### src/hw/rtl/lds_div.sv
// Restoring divider, one quotient bit per cycle: floor(num * 2^31 / den), num < den.
`timescale 1ns / 1ps
`default_nettype none
module lds_div (
  input  wire logic        clk_i,
  input  wire logic        rst_ni,
  input  wire logic        start_i,
  input  wire logic [30:0] num_i,
  input  wire logic [30:0] den_i,
  output logic             done_o,
  output logic [30:0]      quo_o
);

  localparam logic [4:0] LAST_STEP = 5'd30;

  logic        busy_q;
  logic        done_q;
  logic [4:0]  cnt_q;
  logic [31:0] rem_q;
  logic [30:0] den_q;
  logic [30:0] quo_q;

  logic [31:0] rem2;
  logic        ge;

  always_comb begin
    rem2 = {rem_q[30:0], 1'b0};
    ge   = rem2 >= {1'b0, den_q};
  end

  always_ff @(posedge clk_i or negedge rst_ni) begin
    if (!rst_ni) begin
      busy_q <= 1'b0;
      done_q <= 1'b0;
      cnt_q  <= '0;
      rem_q  <= '0;
      den_q  <= '0;
      quo_q  <= '0;
    end else begin
      done_q <= 1'b0;
      if (!busy_q) begin
        if (start_i) begin
          busy_q <= 1'b1;
          cnt_q  <= '0;
          rem_q  <= {1'b0, num_i};
          den_q  <= den_i;
        end
      end else begin
        rem_q <= ge ? (rem2 - {1'b0, den_q}) : rem2;
        quo_q <= {quo_q[29:0], ge};
        cnt_q <= cnt_q + 5'd1;
        if (cnt_q == LAST_STEP) begin
          busy_q <= 1'b0;
          done_q <= 1'b1;
        end
      end
    end
  end

  assign done_o = done_q;
  assign quo_o  = quo_q;

endmodule
`default_nettype wire

### config.mk
export PLATFORM = sky130hd
export DESIGN_NAME = lds_div
export DESIGN_NICKNAME = d
export VERILOG_FILES = /design/src/hw/rtl/lds_div.sv
export SDC_FILE = /design/constraint.sdc
export NUM_CORES = 1
export LEC_CHECK = 0
export BUFFER_PORTS_ARGS = -buffer_cell sky130_fd_sc_hd__buf_2
export CAP_MARGIN = 20
export CORE_AREA = 5 5 109 111
export DETAILED_ROUTE_END_ITERATION = 16
export DIE_AREA = 0 0 114 116
export PLACE_DENSITY = 0.82
export SLEW_MARGIN = 15
export SYNTH_ARGS = -nofsm -noshare
export SYNTH_HDL_FRONTEND = slang
export SYNTH_SLANG_ARGS = --single-unit
### constraint.sdc
create_clock -name clk_i -period 4.2 [get_ports clk_i]
set_clock_uncertainty 0.05 [all_clocks]
set_input_delay 1.26 -clock clk_i [delete_from_list [all_inputs] [get_ports clk_i]]
set_output_delay 1.26 -clock clk_i [all_outputs]
set_load 0.01 [all_outputs]
# Word-level counts from Yosys, hierarchy flattened
# Index checks and enable logic that the tools add are counted.
# totals
ramBits	0
mem_count	0
reg_bits	100
wordCells	23
out_inout_bits	32
latch_bits	0
rom_bits	0
# op_classes
mux	10
n_reduce_logical	2
eq_ne	1
n_addsub	2
div	0
magnitude_cmp	1
bitwise_logic	1
mul	0
shift	0
# ops
operator	n
$mux 31	3
$ge 32x31->1	1
$sub 31x31->31	1
$mux 5	2
$add 5x1->5 const B	1
$eq 5x5->1 const B	1
$mux 1	5
$reduce_and 2->1	1
$reduce_bool 2->1	1
$not 1->1	1

# Logic depth before layout (Yosys ltp)
# logic_depth
word_depth	3
depth_mapped	13
ltp_nobuf	10

# Worst setup path after synthesis
# Ideal clock, no wire load.
# synth_path
path_type	flip-flop to flip-flop
start	register rem_q[0]
end	register rem_q[28]
setup_time_ps	130
arrival_ps	2492
stages_incl_launch_ff	11
period_less_slack_ps	2672
n_path_buf	1
t_required_ps	4020
path_slack_ps	1528
cell_sequence	dfrtp_1 > fa_1 > a211oi_1 > o21bai_1 > a21oi_2 > o211ai_4 > o21ai_2 > nand2_2 > clkbuf_1 > o31ai_1 > nor3_1
# synth_via
elab_chain_len	3
# synth_lines
element	line_no	text
start: declaration	19	logic [31:0] rem_q;
start signal: assignment	45	rem_q <= {1'b0, num_i};
start signal: assignment	49	rem_q <= ge ? (rem2 - {1'b0, den_q}) : rem2;
$sub 31x31->31 / $ge 32x31->1 (equally long branches)	49, 28	
$mux 31 *	49	
$mux 31 *	41	if (!busy_q) begin
# Mark *: on every way between the ends. The rest lies on a longest branch, timed or not.
# A chain may end at the register's enable or synchronous reset.

# Final worst setup path
# layout_path
start	register rem_q[0]
end	register rem_q[19]
# Same word-level chain as after synthesis.

==> results_dict.tcl <==
set metrics [dict create \
    outcome "finished, final reports clean" \
    synthCells 691 \
    setup_violations 0 \
    antenna_found_initial 0 \
    syn_area_sq_um 6290 \
    crit_fanout 26 \
    diodes 0 \
    vias 5280 \
    grt_pass1_wl_mm 25.2 \
    final_layout_size_suffix_gt1_frac 0.221 \
    min_from "quo_o[30]$_DFFE_PN0P_" \
    numCtsBuffers 9 \
    postCtsResizedCells 0 \
    nets 864 \
    dp_hpwl_mm 10.6 \
    worst_setup_path_end_kind "flop" \
    critPathTopFamily "compound AO/OA/AOI/OAI gates" \
    synth-edff-count 0 \
    fmax_mhz 297 \
    path_buf_inv 0 \
    cp-start-kind "flop" \
    place_ws_ns 0.923 \
    synthArstFlopShare 1.00 \
    synthTopCellsByArea "dfrtp_1 (40%), ha_1 (6.6%), nand2_1 (5.6%)" \
    r2r-start "rem_q[0]$_DFFE_PN0P_" \
    ys.flop_type "dfrtp_1" \
    yosys_warnings 0 \
    holdPathStages 1 \
    critical-path-max-stage-delay_ns 0.50 \
    syn_avg_cell_area_sq_um 9.10 \
    hold_violations 0 \
    syn_nets 790 \
    grt_usage 0.234 \
    io_buffers 96 \
    initial_core_util 0.588 \
    clock_latency_ns 0.38 \
    ant_nets 0 \
    min_period_ns 3.37 \
    hold_path_class "flop to flop" \
    period_share 0.803 \
    cts.clk_slew.worst_paths_ns 0.12 \
    cp.depth 9 \
    cts.htree.levels 3 \
    grt-ovfl-total 0 \
    fp.dieH_um 116 \
    final_common_cell "dfrtp_1" \
    syn2layout_area_growth_pct 11.9 \
    wl_per_cell_um 16.4 \
    finalSetupTns_ns 0 \
    wl_mm 14.9 \
    path_class "flop to flop" \
    drtIter0Drc 323 \
    ys_seq_area_frac 0.398 \
    grt_pass1_vias 5316 \
    worstPathRequired_ns 4.43 \
    crit_start "rem_q[0]$_DFFE_PN0P_" \
    synth_top_area_share 0.398 \
    cts_tree "done" \
    maxSlewHeadroom 0.528 \
    cts_sinks 100 \
    timing.final.ws_setup_ns 0.828 \
    slew_viol_final 0 \
    crit_slowest_cell "fa_1" \
    grt_max_degree 81 \
    synth.ff_latch_count 100 \
    core_region_area_sq_um 10700 \
    synthDistinctLibCells 65 \
    row_count 38 \
    path_cells "fa_1, a211oi_1, o21bai_1, a21oi_2, o211ai_4, o21ai_2, nand2_2, and3_1, o41ai_2" \
    r2r_cells 9 \
    cts_hold_buffers 0 \
    synth_largest_area_cell "dfrtp_1" \
    gp_congestion 0.887 \
    die_area_sq_um 13200 \
    ios 97 \
    cap_violations 0 \
    cts_setup_buffers 0 \
    dieWidth_um 114 \
    whs_ns 0.476 \
    tightestPinTransition_ns 0.708 \
    critPathArrivalTime_ns 3.60 \
    rsz0062_at_grt "no" \
    dr.pass1.iters 6 \
    viasPerCell 5.80 \
    final_cell_mix "dfrtp_1 (99), buf_2 (95), nand2_1 (93)" \
    root_buffer "clkbuf_8" \
    drc 0 \
    clock_path_buffers 2 \
]
[kinds of logic after synthesis]
| family | synth area share |
|---|---|
| simple gates | 0.161 |
| compound gates | 0.220 |
| flops | 0.398 |
| buf+inv | 0.0553 |
| mux | 0.0699 |
| fa+ha+maj | 0.0689 |
| xor+xnor | 0.0265 |
[routing by layer]
layer,track usage,vias to the layer above,part of all wire
met5,0,-,0
met4,0.0728,0,0.018
met3,0.0470,27,0.065
met2,0.391,164,0.49
met1,0.308,2486,0.43
li1,-,2603,-
[worst paths after layout]
path                                    endpoint  slack, ns
setup / recovery           rem_q[19]$_DFFE_PN0P_       0.83
hold / removal             quo_o[30]$_DFFE_PN0P_       0.48
setup reg to reg           rem_q[19]$_DFFE_PN0P_       0.83
hold reg to reg            quo_o[30]$_DFFE_PN0P_       0.48
max in group asynchronous  quo_o[23]$_DFFE_PN0P_       2.39
min in group asynchronous   den_q[6]$_DFFE_PN0P_       0.78
[sequential cells by signal, summed over array words and instances, names as in the netlist]
| name | count |
|---|---|
| den_q | 31 |
| busy_q | 1 |
| quo_o | 31 |
| cnt_q | 5 |
| rem_q | 31 |
| done_o | 1 |
[layout make-up]
class | count | area [sq um]
flip-flops and latches | 100 | 2500
fillers | 878 | 3670
well taps | 140 | 175
inverters | 41 | 154
multi-input cells | 511 | 3440
clock inverters | 7 | 91.3
repair buffers | 102 | 541
clock buffers | 9 | 124
[worst reg2reg max path: cells and delay by family (launching register included)]
kind	cells	cell delay (ns)
adder cells (fa/ha/maj)	1	0.50
AND/OR/NAND/NOR	2	0.78
AO/OA/AOI/OAI	6	1.49
flip-flops	1	0.46
[cell usage after synthesis, drive strengths merged (11+ instances only)]
library cell	n
xnor2	11
ha	33
a211oi	36
nor2	31
a21oi	31
o21ai	62
a21o	16
mux2	31
inv	41
nor2b	33
dfrtp	100
nor3	12
a31oi	25
clkbuf	30
nand3	13
nand2	94
[through the flow]
step                utilization  area [sq um]  instances
finish                    0.657          7030        910
global route              0.657          7030        910
CTS                       0.655          7010        909
detailed placement        0.635          6800        893
global placement          0.635          6800        893
floorplan                     -          6290        691
Power is left out: the tool's default activity adds up to more than one toggle a clock period on the data nets, which glitch-free logic cannot reach.
